**src/hdl/tzpc_pkg.sv**
```systemverilog
// ----------------------------------------------------------------------------
// tzpc_pkg
// Shared constants and types of the zone people counter.
// ----------------------------------------------------------------------------
package tzpc_pkg;

	// default parameter values
	localparam int COUNT_BITS_DEF    = 16;
	localparam int DISTANCE_BITS_DEF = 12;

	// frame geometry
	localparam int ROWS   = 4;
	localparam int PIXELS = 16;

	// fixed field widths
	localparam int TRIG_W      = 12;
	localparam int SHOWN_W     = 16;
	localparam int OUT_TDATA_W = 32;

	// distance constants in mm
	localparam int DEFAULT_TRIGGER = 1500;
	localparam int NEAR_LIMIT      = 200;
	localparam int MARGIN          = 100;
	localparam int NO_TARGET       = 9999;
	localparam int MAX_BAD_ROWS    = 2;

	// register map
	localparam int PADDR_W = 3;
	localparam int PDATA_W = 32;
	localparam logic [PADDR_W-3:0] REG_TRIGGER_IDX = '0;

	// pixel stage to frame logic
	typedef struct packed {
		logic            frame_end;
		logic            is_cal;
		logic [ROWS-1:0] hit_rows;
		logic [ROWS-1:0] dis_rows;
	} frame_info_t;

	// result word fields
	typedef struct packed {
		logic               was_cal;
		logic [SHOWN_W-1:0] people_count;
		logic               occupied;
		logic [ROWS-1:0]    rows_triggered;
		logic [ROWS-1:0]    rows_available;
		logic [1:0]         entry_row;
		logic [1:0]         exit_row;
		logic               fault;
	} result_t;

endpackage

```
**src/hdl/tzpc_cfg_regs.sv**
```systemverilog
// ----------------------------------------------------------------------------
// tzpc_cfg_regs
// Configuration register file with a simple peripheral bus port.
// ----------------------------------------------------------------------------
module tzpc_cfg_regs (
	input  logic                         clk,
	input  logic                         arst_n,
	input  logic                         psel,
	input  logic                         penable,
	input  logic                         pwrite,
	input  logic [tzpc_pkg::PADDR_W-1:0] paddr,
	input  logic [tzpc_pkg::PDATA_W-1:0] pwdata,
	output logic [tzpc_pkg::PDATA_W-1:0] prdata,
	output logic                         pready,
	output logic [tzpc_pkg::TRIG_W-1:0]  trigger
);

	logic [tzpc_pkg::TRIG_W-1:0] trigger_q;
	logic                        hit_trig;

	// address decode on word index
	assign hit_trig = (paddr[tzpc_pkg::PADDR_W-1:2] == tzpc_pkg::REG_TRIGGER_IDX);
	assign pready   = 1'b1;
	assign trigger  = trigger_q;

	// write
	always_ff @(posedge clk or negedge arst_n) begin
		if (!arst_n) begin
			trigger_q <= tzpc_pkg::TRIG_W'(tzpc_pkg::DEFAULT_TRIGGER);
		end else if (psel && penable && pwrite && pready && hit_trig) begin
			trigger_q <= pwdata[tzpc_pkg::TRIG_W-1:0];
		end
	end

	// read back
	always_comb begin
		prdata = '0;
		if (hit_trig) begin
			prdata = tzpc_pkg::PDATA_W'(trigger_q);
		end
	end

endmodule

```
**src/hdl/tzpc_pixel_stage.sv**
```systemverilog
// ----------------------------------------------------------------------------
// tzpc_pixel_stage
// Per-pixel thresholds and the row hit and row disable accumulators.
// ----------------------------------------------------------------------------
module tzpc_pixel_stage #(
	parameter int DISTANCE_BITS = tzpc_pkg::DISTANCE_BITS_DEF
) (
	input  logic                        clk,
	input  logic                        arst_n,
	input  logic                        upd,
	input  logic                        op,
	input  logic [3:0]                  idx,
	input  logic                        found,
	input  logic [DISTANCE_BITS-1:0]    dist_mm,
	input  logic [tzpc_pkg::TRIG_W-1:0] trigger,
	output tzpc_pkg::frame_info_t       info
);

	localparam int EFF_W = (DISTANCE_BITS > 14) ? DISTANCE_BITS : 14;

	logic [DISTANCE_BITS-1:0]  thr_q [tzpc_pkg::PIXELS];
	logic [tzpc_pkg::ROWS-1:0] hit_q;
	logic [tzpc_pkg::ROWS-1:0] dis_q;
	logic [tzpc_pkg::ROWS-1:0] hit_nxt;
	logic [tzpc_pkg::ROWS-1:0] dis_nxt;
	logic [EFF_W-1:0]          eff;
	logic [EFF_W-1:0]          eff_sub;
	logic [1:0]                row;
	logic [DISTANCE_BITS-1:0]  thr_rd;
	logic [DISTANCE_BITS-1:0]  thr_new;
	logic                      near;
	logic                      below;
	logic                      frame_end;

	// threshold compare and accumulator update
	always_comb begin
		eff       = found ? EFF_W'(dist_mm) : EFF_W'(tzpc_pkg::NO_TARGET);
		eff_sub   = eff - EFF_W'(tzpc_pkg::NEAR_LIMIT);
		row       = idx[3:2];
		thr_rd    = thr_q[idx];
		near      = (eff <= EFF_W'(tzpc_pkg::NEAR_LIMIT));
		below     = (eff < (EFF_W'(trigger) + EFF_W'(tzpc_pkg::MARGIN)));
		frame_end = (idx == 4'hF);
		if (near) begin
			thr_new = DISTANCE_BITS'(1);
		end else if (below) begin
			thr_new = eff_sub[DISTANCE_BITS-1:0];
		end else begin
			thr_new = DISTANCE_BITS'(trigger);
		end
		hit_nxt = hit_q;
		dis_nxt = dis_q;
		if (op) begin
			if (!near) begin
				dis_nxt[row] = 1'b0;
			end
		end else if (eff < EFF_W'(thr_rd)) begin
			hit_nxt[row] = 1'b1;
		end
		info.frame_end = frame_end;
		info.is_cal    = op;
		info.hit_rows  = hit_nxt;
		info.dis_rows  = dis_nxt;
	end

	// threshold store
	always_ff @(posedge clk or negedge arst_n) begin
		if (!arst_n) begin
			for (int i = 0; i < tzpc_pkg::PIXELS; i++) begin
				thr_q[i] <= DISTANCE_BITS'(tzpc_pkg::DEFAULT_TRIGGER);
			end
		end else if (upd && op) begin
			thr_q[idx] <= thr_new;
		end
	end

	// accumulators, restarted at every frame end
	always_ff @(posedge clk or negedge arst_n) begin
		if (!arst_n) begin
			hit_q <= '0;
			dis_q <= '1;
		end else if (upd) begin
			if (frame_end) begin
				hit_q <= '0;
				dis_q <= '1;
			end else begin
				hit_q <= hit_nxt;
				dis_q <= dis_nxt;
			end
		end
	end

endmodule

```
**src/hdl/tzpc_frame_logic.sv**
```systemverilog
// ----------------------------------------------------------------------------
// tzpc_frame_logic
// Row setup at calibration end and entry/exit crossing counter.
// ----------------------------------------------------------------------------
module tzpc_frame_logic #(
	parameter int COUNT_BITS = tzpc_pkg::COUNT_BITS_DEF
) (
	input  logic                  clk,
	input  logic                  arst_n,
	input  logic                  upd,
	input  tzpc_pkg::frame_info_t info,
	output tzpc_pkg::result_t     res
);

	logic [tzpc_pkg::ROWS-1:0] avail_q, avail_nxt;
	logic [1:0]                entry_q, entry_nxt;
	logic [1:0]                exit_q, exit_nxt;
	logic                      en_arm_q, en_arm_nxt;
	logic                      ex_arm_q, ex_arm_nxt;
	logic [COUNT_BITS-1:0]     occ_q, occ_nxt;
	logic                      fault_q, fault_nxt;
	logic [tzpc_pkg::ROWS-1:0] trig;
	logic [2:0]                bad_rows;
	logic                      en_av, ex_av, en_hit, ex_hit;
	logic [31:0]               occ_wide;

	// next state at frame end
	always_comb begin
		avail_nxt  = avail_q;
		entry_nxt  = entry_q;
		exit_nxt   = exit_q;
		en_arm_nxt = en_arm_q;
		ex_arm_nxt = ex_arm_q;
		occ_nxt    = occ_q;
		fault_nxt  = fault_q;
		trig       = info.hit_rows & avail_q;
		bad_rows   = 3'(info.dis_rows[0]) + 3'(info.dis_rows[1])
		           + 3'(info.dis_rows[2]) + 3'(info.dis_rows[3]);
		en_av      = avail_q[entry_q];
		ex_av      = avail_q[exit_q];
		en_hit     = trig[entry_q];
		ex_hit     = trig[exit_q];
		if (info.is_cal) begin
			// pick outermost usable rows, defaults 1 and 2
			avail_nxt  = ~info.dis_rows;
			fault_nxt  = (bad_rows > 3'(tzpc_pkg::MAX_BAD_ROWS));
			entry_nxt  = avail_nxt[0] ? 2'd0 : 2'd1;
			exit_nxt   = avail_nxt[3] ? 2'd3 : 2'd2;
			en_arm_nxt = 1'b0;
			ex_arm_nxt = 1'b0;
		end else if (fault_q) begin
			en_arm_nxt = 1'b0;
			ex_arm_nxt = 1'b0;
		end else begin
			// entry clear and exit hit: crossing inward completes
			if (en_av && !en_hit && ex_av && ex_hit) begin
				if (en_arm_q) begin
					if (occ_q != '1) begin
						occ_nxt = occ_q + COUNT_BITS'(1);
					end
					en_arm_nxt = 1'b0;
				end
				ex_arm_nxt = 1'b1;
			end
			// entry hit and exit clear: crossing outward completes
			if (en_av && en_hit && ex_av && !ex_hit) begin
				if (ex_arm_q && (occ_q != '0)) begin
					occ_nxt    = occ_q - COUNT_BITS'(1);
					ex_arm_nxt = 1'b0;
				end
				en_arm_nxt = 1'b1;
			end
			if (trig == '0) begin
				en_arm_nxt = 1'b0;
				ex_arm_nxt = 1'b0;
			end
		end
	end

	// result fields from the updated state
	always_comb begin
		occ_wide           = 32'(occ_nxt);
		res.was_cal        = info.is_cal;
		res.people_count   = (occ_wide > 32'h0000_FFFF) ? 16'hFFFF : occ_wide[15:0];
		res.occupied       = (occ_nxt != '0);
		res.rows_triggered = info.is_cal ? '0 : trig;
		res.rows_available = avail_nxt;
		res.entry_row      = entry_nxt;
		res.exit_row       = exit_nxt;
		res.fault          = fault_nxt;
	end

	// state registers
	always_ff @(posedge clk or negedge arst_n) begin
		if (!arst_n) begin
			avail_q  <= '1;
			entry_q  <= 2'd1;
			exit_q   <= 2'd2;
			en_arm_q <= 1'b0;
			ex_arm_q <= 1'b0;
			occ_q    <= '0;
			fault_q  <= 1'b0;
		end else if (upd && info.frame_end) begin
			avail_q  <= avail_nxt;
			entry_q  <= entry_nxt;
			exit_q   <= exit_nxt;
			en_arm_q <= en_arm_nxt;
			ex_arm_q <= ex_arm_nxt;
			occ_q    <= occ_nxt;
			fault_q  <= fault_nxt;
		end
	end

endmodule

```
**src/hdl/tof_zone_people_counter_unit.sv**
```systemverilog
// ----------------------------------------------------------------------------
// tof_zone_people_counter_unit
// Zone people counter over 4x4 time-of-flight depth frames.
//
// Pixels stream in one word per clock outside stalls, in any order, with
// pixel 15 closing the frame; the tuser bit tells calibration from
// measurement pixels. Each word is taken into an input register and
// handled by one threshold compare and the frame-end logic; the result word
// enters the output register as pixel 15 leaves the input register. Only
// pixel 15 produces a word. The input stalls only while a frame-end pixel
// waits for the output register to drain. The threshold store comes out of
// reset loaded, so no clearing pass is needed.
// ----------------------------------------------------------------------------
module tof_zone_people_counter_unit #(
	parameter int COUNT_BITS    = tzpc_pkg::COUNT_BITS_DEF,
	parameter int DISTANCE_BITS = tzpc_pkg::DISTANCE_BITS_DEF,
	parameter int IN_TDATA_W    = ((5 + DISTANCE_BITS + 7) / 8) * 8
) (
	input  logic                             clk,
	input  logic                             arst_n,
	// pixel input
	input  logic                             s_tvalid,
	output logic                             s_tready,
	// pixel_index[3:0], target_found, distance_mm, zero fill
	input  logic [IN_TDATA_W-1:0]            s_tdata,
	// operation
	input  logic                             s_tuser,
	// frame result
	output logic                             m_tvalid,
	input  logic                             m_tready,
	// people_count[15:0], occupied, rows_triggered[3:0], rows_available[3:0],
	// entry_row[1:0], exit_row[1:0], calibration_fault, zero fill
	output logic [tzpc_pkg::OUT_TDATA_W-1:0] m_tdata,
	// was_calibration
	output logic                             m_tuser,
	// configuration
	input  logic                             psel,
	input  logic                             penable,
	input  logic                             pwrite,
	input  logic [tzpc_pkg::PADDR_W-1:0]     paddr,
	input  logic [tzpc_pkg::PDATA_W-1:0]     pwdata,
	output logic [tzpc_pkg::PDATA_W-1:0]     prdata,
	output logic                             pready
);

	logic                        valid_s1;
	logic                        op_s1;
	logic [3:0]                  idx_s1;
	logic                        found_s1;
	logic [DISTANCE_BITS-1:0]    dist_s1;
	logic                        adv;
	logic                        frame_end;
	logic [tzpc_pkg::TRIG_W-1:0] trigger;
	tzpc_pkg::frame_info_t       info;
	tzpc_pkg::result_t           res;
	logic                        out_valid_q;
	logic [tzpc_pkg::OUT_TDATA_W-1:0] out_data_q;
	logic                        out_user_q;

	// flow control: only a frame-end word needs room at the output
	assign frame_end = (idx_s1 == 4'hF);
	assign adv       = valid_s1 && (!frame_end || !out_valid_q || m_tready);
	assign s_tready  = !valid_s1 || adv;

	// input register
	always_ff @(posedge clk or negedge arst_n) begin
		if (!arst_n) begin
			valid_s1 <= 1'b0;
		end else if (s_tready) begin
			valid_s1 <= s_tvalid;
		end
	end

	always_ff @(posedge clk) begin
		if (s_tready && s_tvalid) begin
			op_s1    <= s_tuser;
			idx_s1   <= s_tdata[3:0];
			found_s1 <= s_tdata[4];
			dist_s1  <= s_tdata[5 +: DISTANCE_BITS];
		end
	end

	tzpc_cfg_regs u_cfg (
		.clk     (clk),
		.arst_n  (arst_n),
		.psel    (psel),
		.penable (penable),
		.pwrite  (pwrite),
		.paddr   (paddr),
		.pwdata  (pwdata),
		.prdata  (prdata),
		.pready  (pready),
		.trigger (trigger)
	);

	tzpc_pixel_stage #(
		.DISTANCE_BITS (DISTANCE_BITS)
	) u_pixel (
		.clk     (clk),
		.arst_n  (arst_n),
		.upd     (adv),
		.op      (op_s1),
		.idx     (idx_s1),
		.found   (found_s1),
		.dist_mm (dist_s1),
		.trigger (trigger),
		.info    (info)
	);

	tzpc_frame_logic #(
		.COUNT_BITS (COUNT_BITS)
	) u_frame (
		.clk    (clk),
		.arst_n (arst_n),
		.upd    (adv),
		.info   (info),
		.res    (res)
	);

	// output register
	always_ff @(posedge clk or negedge arst_n) begin
		if (!arst_n) begin
			out_valid_q <= 1'b0;
		end else if (adv && frame_end) begin
			out_valid_q <= 1'b1;
		end else if (m_tready) begin
			out_valid_q <= 1'b0;
		end
	end

	always_ff @(posedge clk) begin
		if (adv && frame_end) begin
			out_user_q <= res.was_cal;
			out_data_q <= {2'b00, res.fault, res.exit_row, res.entry_row,
				res.rows_available, res.rows_triggered, res.occupied,
				res.people_count};
		end
	end

	assign m_tvalid = out_valid_q;
	assign m_tdata  = out_data_q;
	assign m_tuser  = out_user_q;

endmodule

```
**config.mk**
```make
export PLATFORM = sky130hd
export DESIGN_NAME = tof_zone_people_counter_unit
export DESIGN_NICKNAME = d
export VERILOG_FILES = /design/src/hdl/tzpc_pkg.sv /design/src/hdl/tzpc_cfg_regs.sv /design/src/hdl/tzpc_pixel_stage.sv /design/src/hdl/tzpc_frame_logic.sv /design/src/hdl/tof_zone_people_counter_unit.sv
export SDC_FILE = /design/constraint.sdc
export NUM_CORES = 1
export LEC_CHECK = 0
export ABC_AREA = 1
export BUFFER_PORTS_ARGS = -buffer_cell sky130_fd_sc_hd__buf_2
export CORE_AREA = 2 2 194 196
export CTS_BUF_LIST = sky130_fd_sc_hd__clkbuf_4 sky130_fd_sc_hd__clkbuf_8
export DETAILED_ROUTE_END_ITERATION = 7
export DIE_AREA = 0 0 196 198
export PLACE_DENSITY = 0.67
export RECOVER_POWER = 25
export SKIP_CTS_REPAIR_TIMING = 1
export SLEW_MARGIN = 10
export SYNTH_ARGS = -nofsm -noshare
export SYNTH_HDL_FRONTEND = slang
export SYNTH_SLANG_ARGS = --single-unit
```
**constraint.sdc**
```tcl
create_clock -name clk -period 5.4 [get_ports clk]
set_input_delay 0.54 -clock clk [delete_from_list [all_inputs] [get_ports clk]]
set_output_delay 0.54 -clock clk [all_outputs]
set_load 0.01 [all_outputs]
```
# == After elaboration in Yosys (flattened, before gate mapping) ==
# Index checks and enable logic that the tools add are counted.
# totals
register_bits,290
wordCells,143
# op_classes
n_addsub,7
magnitude_cmp,10
n_eq_ne,2
muxes,52
n_bitwise,7
reduce_logical,30
# op_table
op,count
bitwise mux 192 bit,1
2-to-1 mux 16 bit,7
2-to-1 mux 12 bit,6
binary-select mux 12 bit (select 4 bit),1
demux 12 bit (select 4 bit),1
nonzero test 16 bit,2
2-to-1 mux 4 bit,7
2-to-1 mux 1 bit,21
adder 16 x 1 -> 16 bit (second input constant),1
logical AND 1 bit,16
!= test 16 bit (second input constant),1
subtractor 16 x 1 -> 16 bit (second input constant),1
less-or-equal comparator 14 x 8 -> 1 bit (second input constant),1
less-than comparator 14 x 12 -> 1 bit,1
less-than comparator 14 x 13 -> 1 bit,1
2-to-1 mux 14 bit,1
adder 12 x 7 -> 13 bit (second input constant),1
subtractor 12 x 8 -> 12 bit (second input constant),1
less-than comparator 2 x 3 -> 1 bit (second input constant),3
bitwise AND 4 bit,2
binary-select mux 1 bit (select 2 bit),4
inverter 4 bit,2
adder 3 x 1 -> 3 bit,2
>= comparator 5 bit (second input constant),1
16 further kinds,23

# == Longest topological paths before layout ==
# Gate-level depths: netlist of the first run.
# depth
ltp_word,20
mapped_depth,29
ltp_nobuf,29

# == By module ==
# A second synthesis of the first run with hierarchy kept.
# hier_totals
cells_unflattened,1897
area_unflattened_um2,15690.0
# modules_own_cells
mod,n_inst,cells_per_inst,area_each_um2,seq_area_each_um2
tzpc_pixel_stage,1,1239,10507.6,5149.9
tzpc_frame_logic,1,485,2797.7,683.2
tof_zone_people_counter_unit,1,69,1612.8,1521.5
tzpc_cfg_regs,1,104,772.0,309.0

# == Least setup slack after synthesis of the first run ==
# Ideal clock, no wire load.
# synth_timing
path_kind,register to register
start,register idx_s1[0]
end,register out_data_q (netlist bit m_tdata[16]) (data pin)
setup_time_ps,254
arrival_time_ps,3736
t_required_ps,5146
path_slack_ps,1410
path_stages_with_launch,29
path_buffers,3
period_less_slack_ps,3990
path_cell_list,edfxtp_1 > buf_6 > nand2_1 > clkinv_1 > clkbuf_1 > a22oi_1 > a21oi_1 > nor4_1 > ha_1 > a21oi_1 > nor2_1 > a211oi_1 > nand2_1 > nand2_2 > nand3_1 > nand2_1 > nand3_1 > nand3_2 > nand2_4 > nor2_8 > nand3_2 > buf_6 > or2_0 > nand3_1 > nand2_1 > nor2_1 > nand2_1 > nor2_1 > nand2_1
# synth_rtl
element,line,source
"start, declared",tof_zone_people_counter_unit.sv:48,logic [3:0] idx_s1;
"start signal, assigned",tof_zone_people_counter_unit.sv:77,idx_s1 <= s_tdata[3:0];
"end signal, assigned",tof_zone_people_counter_unit.sv:134,"out_data_q <= {2'b00, res.fault, res.exit_row, res.entry_row,"
"end, declared",tof_zone_people_counter_unit.sv:57,logic [tzpc_pkg::OUT_TDATA_W-1:0] out_data_q;

==> results_dict.tcl, run 1 <==
set metrics [dict create \
    status "finished, violations left" \
    violations "max-capacitance violations, max-slew violations" \
    yosysWarningCount 0 \
    slew_headroom_pct -188 \
    seq_area_frac_synth_pct 53.1 \
    rsz0062_at_grt "false" \
    cts_buffers 47 \
    overflow 0 \
    grt_usage_pct 20.2 \
    clkLatencyLatePin_ns 0.61 \
    seq_area_um2 7660 \
    slew_violations 80 \
    grt_start_max_net_pins 80 \
    grt_pass1_vias 11600 \
    ctsRootBufferMaster "clkbuf_8" \
    multi_input_area_um2 5880 \
    fin_setup_tns_ns 0 \
    drtIter0Drc 1079 \
    finalHoldViolCount 0 \
    final_common_cell "nand2_1" \
    reg2reg_to "m_tdata[16]" \
    cts.sinks 290 \
    p_leak_nw 7.14 \
    ys_ff_latch 290 \
    min_to "dist_s1[2]" \
    drtPass1Iterations 5 \
    cp_max_fo 45 \
    mostFrequentLayoutCells "nand2_1 (427), o21ai_0 (226), dfstp_2 (129), inv_1 (124), dfrtp_1 (112)" \
    synth_async_sr_flop_share_pct 83.1 \
    finalNonFillerCells 2267 \
    clock.fmax_mhz 202 \
    globalplace.congestion 0.891 \
    clockBufferDepth 3 \
    startpoint_type "register" \
    coreArea_um2 37000 \
    tightest_slew_ns 4.32 \
    grt_util_met3_pct 3.24 \
    fill_cells 3637 \
    maxCapViolCount 1 \
    die_area_um2 38800 \
    slowest_stage "edfxtp_1" \
    design_area_um2 16400 \
    syn_area_um2 14400 \
    fin_crit_sh_pct 91.8 \
    cp.required_ns 5.76 \
    num_vias 12100 \
    rr_worst_depth 26 \
    synth-edff-count 49 \
    dpl_cell_area_um2 15300 \
    min_from "s_tdata[7]" \
    antenna_found_initial 0 \
    crit_top_cell "nand2_1" \
    critPathLaunch "idx_s1[0]" \
    grt_pass1_wl_um 61800 \
    met2_usage_pct 33.2 \
    max_stage_delay_ns 0.65 \
    synth_top_area_share_pct 23.5 \
    placed_cells 2178 \
    crit_path_end_kind "register" \
    rows 71 \
    synthCells 1678 \
    global_route.peak_usage_layer "met2" \
    yosys-top-cells-area "dfstp_2 (23%), dfrtp_1 (19%), nand2_1 (11%)" \
    hold_class "input port to register" \
    skew_ns 0.0471 \
    ant_nets 0 \
    wirelength_um 39200 \
    io_buffer_count 82 \
    syn_avg_cell_area_um2 8.61 \
    place_hpwl_um 25800 \
    ir_worst_vdd_mv 0.279 \
    synthFlopType "dfstp_2" \
    route.detailed.drc 0 \
    fin_crit_ns 4.96 \
    crit_arrival_ns 5.32 \
    htree_levels 2 \
    tritoncts "built" \
    drive_gt1_share_pct 17.5 \
    antenna-diode-count 0 \
    setup_viol 0 \
    crit_buf_inv 4 \
    fp.dieH_um 198 \
    met1_usage_pct 26.8 \
    syn_to_final_growth_pct 13.2 \
    timing.rr.start "idx_s1[0]" \
    crit_type "register to register" \
    clk_pin_slew_ns 0.07 \
    reg2reg_slack_ns 0.44 \
    ios 135 \
    path_delay_family "simple AND/OR/NAND/NOR gates" \
    synth_cell_types 45 \
    power_density_nw_per_um2 413 \
    routed_via_density 5.33 \
    initial_core_util_pct 39.1 \
    wl_per_cell_um 17.3 \
    whs_path_depth 1 \
    nNetsFinal 1852 \
    die_w_um 196 \
    yosys.area.top_type "dfstp_2" \
]
[layer usage]
metal	vias up	wire length (um)
li1	5792	-
met1	5798	17400
met2	403	18200
met3	82	2360
met4	0	1220
met5	-	0
[cell usage after synthesis, types with 4 or more instances]
library cell  instances
ha_1                 30
nor3_1               14
inv_1               124
o21ai_0             226
o211ai_1              8
nor4_1               15
nand4_1              27
xor2_1               13
edfxtp_1             49
buf_4                23
nand3_2               4
nand2_1             427
dfrtp_1             112
nand3_1              66
a211oi_1              4
a21oi_1              84
buf_2                 6
dfstp_2             129
clkbuf_1             81
o21ai_1               7
nor2_1              105
a22oi_1              88
[logic make-up (layout without fill, tap and decap cells)]
logic type,after synthesis,count (layout),share of synthesized area [%]
buf+inv,240,334,6.99
flops,290,290,53.1
simple gates,670,670,19.4
xor+xnor,15,15,0.910
other cells,2,23,0.0520
fa+ha+maj,31,31,2.74
compound gates,430,430,16.9
[registers in the layout, summed over array words and instances (netlist names), 2 cells and up]
signal,cells
u_pixel.dis_q,4
u_frame.exit_q,2
u_pixel.hit_q,4
dist_s1,12
idx_s1,4
u_frame.avail_q,4
u_frame.entry_q,2
u_cfg.trigger,12
u_frame.occ_q,16
u_pixel.thr_q,192
m_tdata,30
[worst max path at each step]
| stage | slack [ns] | endpoint | cells after the start |
|---|---|---|---|
| after global placement | 0.56 | m_tdata[16] | 27 |
| after CTS | 0.54 | m_tdata[16] | 27 |
| final | 0.44 | m_tdata[16] | 26 |
| after global routing | 0.06 | m_tdata[16] | 27 |
| after detailed placement | 0.54 | m_tdata[16] | 26 |
| after floorplan | 1.41 | m_tdata[16] | 28 |
[cell type report]
class,instances,area share (%)
inverters,128,2.94
repair buffers,118,4.11
multi-input cells,1169,35.9
flip-flops and latches,290,46.9
well taps,474,3.63
clock buffers,73,5.61
clock inverters,15,0.918
[worst register-to-register path, delay by kind of cell, from the launching register on]
kind	cells	cell delay [ns]
buffers and inverters	4	0.69
AO/OA/AOI/OAI	5	0.85
flip-flops	1	0.65
adder cells (fa/ha/maj)	1	0.34
AND/OR/NAND/NOR	16	2.19
[report_power, final]
group	switching, mW	internal [mW]	leakage [nW]	total (mW)
combinational	0.909	0.512	3.38	1.42
clock	0.912	1.19	0.564	2.10
sequential	0.317	2.91	3.20	3.23
total	2.14	4.61	7.14	6.75
[per-stage QoR]
| step | total power [mW] | setup WS (ns) | utilization [%] | hold WS [ns] |
|---|---|---|---|---|
| 2_1_floorplan | 4.19 | 1.41 | - | 0.244 |
| 3_3_place_gp | 4.59 | 0.560 | 41.5 | 0.463 |
| 3_5_place_dp | 4.66 | 0.544 | 41.5 | 0.468 |
| 4_1_cts | 6.79 | 0.536 | 44.4 | -0.0875 |
| 5_1_grt | 7.19 | 0.0578 | 44.2 | 0.0847 |
| 6_report | 6.75 | 0.442 | 44.2 | 0.114 |
Note: power is estimated with default switching activity, not from simulation.
==> run 2, diff against run 1 <==
--- a/config.mk
+++ b/config.mk
@@ -11,7 +11,7 @@
 export CTS_BUF_LIST = sky130_fd_sc_hd__clkbuf_4 sky130_fd_sc_hd__clkbuf_8
 export DETAILED_ROUTE_END_ITERATION = 7
 export DIE_AREA = 0 0 196 198
-export PLACE_DENSITY = 0.67
+export PLACE_DENSITY_LB_ADDON = 0.1
 export RECOVER_POWER = 25
 export SKIP_CTS_REPAIR_TIMING = 1
 export SLEW_MARGIN = 10
==> run 2 against run 1 <==
Effect of this change:
- cell count is 0.71% higher
- the flow still finishes with violations (max-capacitance violations, max-slew violations)
- die area is the same
- clock-buffer cell count grew 9
- utilization up 0.53 points
- maximum frequency decreased by 2.2%
==> results_dict.tcl, run 2 (synthesis results as in run 1) <==
set metrics [dict create \
    status "finished, violations left" \
    violations "max-capacitance violations, max-slew violations" \
    num_vias 11800 \
    fill_cells 3693 \
    setup_viol 0 \
    largest-register "u_pixel.thr_q" \
    die_area_um2 38800 \
    fin_crit_sh_pct 93.9 \
    cp_max_fo 16 \
    largest_register_ffs 192 \
    maxCapViolCount 2 \
    globalplace.congestion 0.869 \
    drtPass1Iterations 5 \
    design_area_um2 16500 \
    ant_nets 0 \
    grt_pass1_wl_um 64800 \
    crit_type "register to register" \
    slowest_stage "nor4_1" \
    dpl_cell_area_um2 15400 \
    finalHoldViolCount 0 \
    place_hpwl_um 26300 \
    rsz0062_at_grt "false" \
    crit_buf_inv 4 \
    fin_setup_tns_ns 0 \
    fp.dieH_um 198 \
    crit_top_cell "nand2_1" \
    route.detailed.drc 0 \
    nNetsFinal 1862 \
    overflow 0 \
    htree_levels 2 \
    coreArea_um2 37000 \
    clockBufferDepth 3 \
    grt_pass1_vias 11500 \
    syn_to_final_growth_pct 14.6 \
    cts.sinks 290 \
    grt_start_max_net_pins 131 \
    die_w_um 196 \
    crit_arrival_ns 5.46 \
    antenna-diode-count 0 \
    grt_usage_pct 21.4 \
    clock.fmax_mhz 197 \
    tritoncts "built" \
    fin_crit_ns 5.07 \
    ctsRootBufferMaster "clkbuf_8" \
    mostFrequentLayoutCells "nand2_1 (427), o21ai_0 (224), dfstp_2 (129), inv_1 (124), dfrtp_1 (112)" \
    clkLatencyLatePin_ns 0.66 \
    hold_class "input port to register" \
    ir_worst_vdd_mv 0.257 \
    drive_gt1_share_pct 20.1 \
    clk_pin_slew_ns 0.06 \
    initial_core_util_pct 39.1 \
    final_common_cell "nand2_1" \
    max_stage_delay_ns 0.71 \
    startpoint_type "register" \
    slew_violations 244 \
    skew_ns 0.0435 \
    wl_per_cell_um 17.7 \
    antenna_found_initial 0 \
    tightest_slew_ns 3.35 \
    ios 135 \
    wirelength_um 40500 \
    p_leak_nw 7.33 \
    rows 71 \
    io_buffer_count 82 \
    cp.required_ns 5.79 \
    path_delay_family "simple AND/OR/NAND/NOR gates" \
    routed_via_density 5.16 \
    power_density_nw_per_um2 422 \
    crit_path_end_kind "register" \
    slew_headroom_pct -123 \
    cts_buffers 53 \
    drtIter0Drc 741 \
]
==> run 2: final cells by class <==
class	count	area, um2	share of cell area, %
flip-flops and latches	290	7660	46.3
multi-input cells	1169	5880	35.5
clock buffers	82	997	6.03
repair buffers	122	742	4.48
well taps	474	593	3.58
inverters	128	480	2.90
clock inverters	18	191	1.16
==> run 2: per-layer routing <==
metal / up-vias / wire (um) / GRT usage (%)
li1: 5815 / - / -
met3: 56 / 1670 / 3.25
met2: 260 / 19100 / 35.3
met4: 0 / 917 / 6.90
met5: - / 0 / 0
met1: 5649 / 18800 / 29.0
==> run 2: per-stage QoR <==
| stage | utilization [%] | power [mW] | worst slack (ns) | hold slack (ns) | std cells |
|---|---|---|---|---|---|
| 5_1_grt | 44.8 | 7.45 | 0.00576 | 0.0269 | 2283 |
| 4_1_cts | 44.8 | 7.07 | 0.319 | 0.000947 | 2283 |
| 3_3_place_gp | 41.6 | 4.65 | 0.375 | 0.462 | 2183 |
| 2_1_floorplan | - | 4.19 | 1.41 | 0.244 | 1699 |
| 3_5_place_dp | 41.6 | 4.69 | 0.372 | 0.465 | 2183 |
| 6_report | 44.8 | 6.99 | 0.328 | 0.0594 | 2283 |
==> run 2: worst paths after layout <==
kind                                   start                  to  slack [ns]  cells after the start
max in group asynchronous             arst_n  u_frame.entry_q[1]        1.30                      2
min reg2reg                u_pixel.thr_q[48]   u_pixel.thr_q[48]        0.48                      2
min in group asynchronous             arst_n   u_pixel.thr_q[37]        1.00                      1
max reg2reg                        idx_s1[0]         m_tdata[16]        0.33                     26
min                               s_tdata[4]            found_s1        0.06                      1
max                                idx_s1[0]         m_tdata[16]        0.33                     26
==> run 2: worst reg2reg max path, cell delays in order (launching register included) <==
cell      delay, ns
edfxtp_1       0.42
buf_4          0.23
inv_2          0.15
nor2_4         0.06
buf_4          0.21
a22oi_1        0.17
a21oi_1        0.14
nor4_1         0.71
ha_1           0.38
a21oi_1        0.12
o21ai_0        0.09
a21oi_1        0.13
buf_4          0.16
nand3_1        0.08
nand2_1        0.13
nand3_1        0.11
nand3_2        0.14
nand2_4        0.09
nor2_8         0.09
nand3_2        0.26
or2_0          0.31
nand3_1        0.09
nand2_1        0.10
nor2_1         0.13
nand2_1        0.12
nor2_1         0.12
nand2_1        0.05
==> run 2: report_power, final <==
| part | total [mW] | internal, mW | switching (mW) |
|---|---|---|---|
| clock network | 2.33 | 1.33 | 0.992 |
| registers | 3.22 | 2.91 | 0.308 |
| logic | 1.44 | 0.518 | 0.924 |
==> run 3, diff against run 2 <==
--- a/config.mk
+++ b/config.mk
@@ -7,11 +7,12 @@
 export LEC_CHECK = 0
 export ABC_AREA = 1
 export BUFFER_PORTS_ARGS = -buffer_cell sky130_fd_sc_hd__buf_2
-export CORE_AREA = 2 2 194 196
+export CAP_MARGIN = 20
+export CORE_AREA = 2 2 244 246
 export CTS_BUF_LIST = sky130_fd_sc_hd__clkbuf_4 sky130_fd_sc_hd__clkbuf_8
 export DETAILED_ROUTE_END_ITERATION = 7
-export DIE_AREA = 0 0 196 198
-export PLACE_DENSITY_LB_ADDON = 0.1
+export DIE_AREA = 0 0 246 248
+export PLACE_DENSITY = 0.49
 export RECOVER_POWER = 25
 export SKIP_CTS_REPAIR_TIMING = 1
 export SLEW_MARGIN = 10
==> run 3 against run 2 <==
Effect of this change:
- the flow still finishes with violations (max-capacitance violations, max-slew violations)
- global-route usage down 7.7 points
- setup slack better by 0.14 ns
- clock power down 3%
- routed wire length up 2.8%
- clock-buffer cell count up 7
- sequential cell count stayed put
- combinational power hardly changed
- first-iteration DRC count is 38% higher
- critical path type unchanged
- highest routed layer unchanged
==> results_dict.tcl, run 3 (synthesis results as in run 1) <==
set metrics [dict create \
    tightest_slew_ns 4.24 \
    grt_start_max_net_pins 92 \
    ctsRootBufferMaster "clkbuf_8" \
    drtPass1Iterations 5 \
    design_area_um2 16900 \
    startpoint_type "register" \
    drive_gt1_share_pct 18.6 \
    cp_max_fo 39 \
    die_area_um2 61000 \
    place_hpwl_um 27700 \
    fill_cells 6228 \
    worst_slack_ns 0.467 \
    slowest_stage "edfxtp_1" \
    rr_worst_depth 26 \
    fin_setup_tns_ns 0 \
    drtIter0Drc 1020 \
    antenna-diode-count 0 \
    die_w_um 246 \
    status "finished, violations left" \
    htree_levels 2 \
    largest-register "u_pixel.thr_q" \
    nNetsFinal 1855 \
    io_buffer_count 82 \
    wl_per_cell_um 16.2 \
    grt_pass1_vias 11600 \
    clockBufferDepth 3 \
    pre_cts_slack_ns 0.184 \
    setup_viol 0 \
    globalplace.congestion 0.844 \
    clock.fmax_mhz 203 \
    cp.required_ns 5.79 \
    fin_crit_sh_pct 91.3 \
    crit_arrival_ns 5.32 \
    fin_crit_ns 4.93 \
    power_density_nw_per_um2 409 \
    routed_via_density 4.66 \
    rows 89 \
    grt_usage_pct 13.7 \
    violations "max-capacitance violations, max-slew violations" \
    max_stage_delay_ns 0.48 \
    dpl_cell_area_um2 15700 \
    clkLatencyLatePin_ns 0.64 \
    coreArea_um2 58500 \
    num_vias 12000 \
    ir_worst_vdd_mv 0.155 \
    cts_buffers 50 \
    fp.dieH_um 248 \
    whs_path_depth 1 \
    cts.sinks 290 \
    hold_class "input port to register" \
    wirelength_um 41600 \
    maxCapViolCount 1 \
    slew_headroom_pct -183 \
    grt_pass1_wl_um 65900 \
    skew_ns 0.0478 \
    initial_core_util_pct 24.7 \
    crit_type "register to register" \
    overflow 0 \
    rsz0062_at_grt "false" \
    syn_to_final_growth_pct 16.8 \
    reg2reg_slack_ns 0.47 \
    finalHoldViolCount 0 \
    route.detailed.drc 0 \
    crit_top_cell "nand2_1" \
    clk_pin_slew_ns 0.06 \
    slew_violations 92 \
    ant_nets 0 \
    final_common_cell "nand2_1" \
    p_leak_nw 7.24 \
    ios 135 \
    largest_register_ffs 192 \
    mostFrequentLayoutCells "nand2_1 (427), o21ai_0 (226), dfstp_2 (129), inv_1 (124), dfrtp_1 (112)" \
    crit_path_end_kind "register" \
    antenna_found_initial 0 \
    tritoncts "built" \
]
## run 3: final cells by class
| class | instances | area, um2 | area share (%) |
|---|---|---|---|
| Timing Repair Buffer | 118 | 721 | 4.27 |
| Clock inverter | 5 | 58.8 | 0.349 |
| Clock buffer | 89 | 1090 | 6.48 |
| Multi-Input combinational cell | 1169 | 5890 | 34.9 |
| Sequential cell | 290 | 7660 | 45.4 |
| Inverter | 128 | 480 | 2.85 |
| Tap cell | 773 | 967 | 5.73 |
## run 3: worst paths after layout
check,end,from
min,dist_s1[8],s_tdata[13]
max,m_tdata[16],idx_s1[1]
max reg2reg,m_tdata[16],idx_s1[1]
min reg2reg,u_pixel.thr_q[168],u_pixel.thr_q[168]
min in group asynchronous,u_pixel.thr_q[48],arst_n
max in group asynchronous,u_frame.occ_q[3],arst_n
## run 3: metal layers
layer  vias up  GRT usage (%)  share of wire, %
li1       5790              -                 -
met1      5781           18.7                46
met2       357           22.2                47
met3        64           1.99               5.1
met4         0           4.31               2.1
met5         -              0                 0
## run 3: through the flow
step | std cells | utilization (%) | power [mW] | hold WS [ns]
final | 2572 | 28.9 | 6.89 | 0.0809
after floorplan | 1699 | - | 4.19 | 0.244
after global routing | 2572 | 28.9 | 7.35 | 0.0453
after global placement | 2474 | 26.9 | 4.60 | 0.465
after CTS | 2568 | 28.8 | 6.97 | -0.0903
after detailed placement | 2474 | 26.9 | 4.66 | 0.465
## run 3: worst max-delay path: cells and delay by family (launching register included)
kind	cells	cell delay, ns
and+or+nand+nor	19	2.86
AOI/OAI and AO/OA	4	0.65
DFF	1	0.48
buffers and inverters	2	0.37
adders and majority gates	1	0.32
## run 3: power by group
group / leakage (nW) / total [mW] / switching, mW / internal [mW]
Combinational: 3.43 / 1.42 / 0.906 / 0.513
Sequential: 3.20 / 3.22 / 0.307 / 2.91
Clock: 0.614 / 2.26 / 0.943 / 1.31
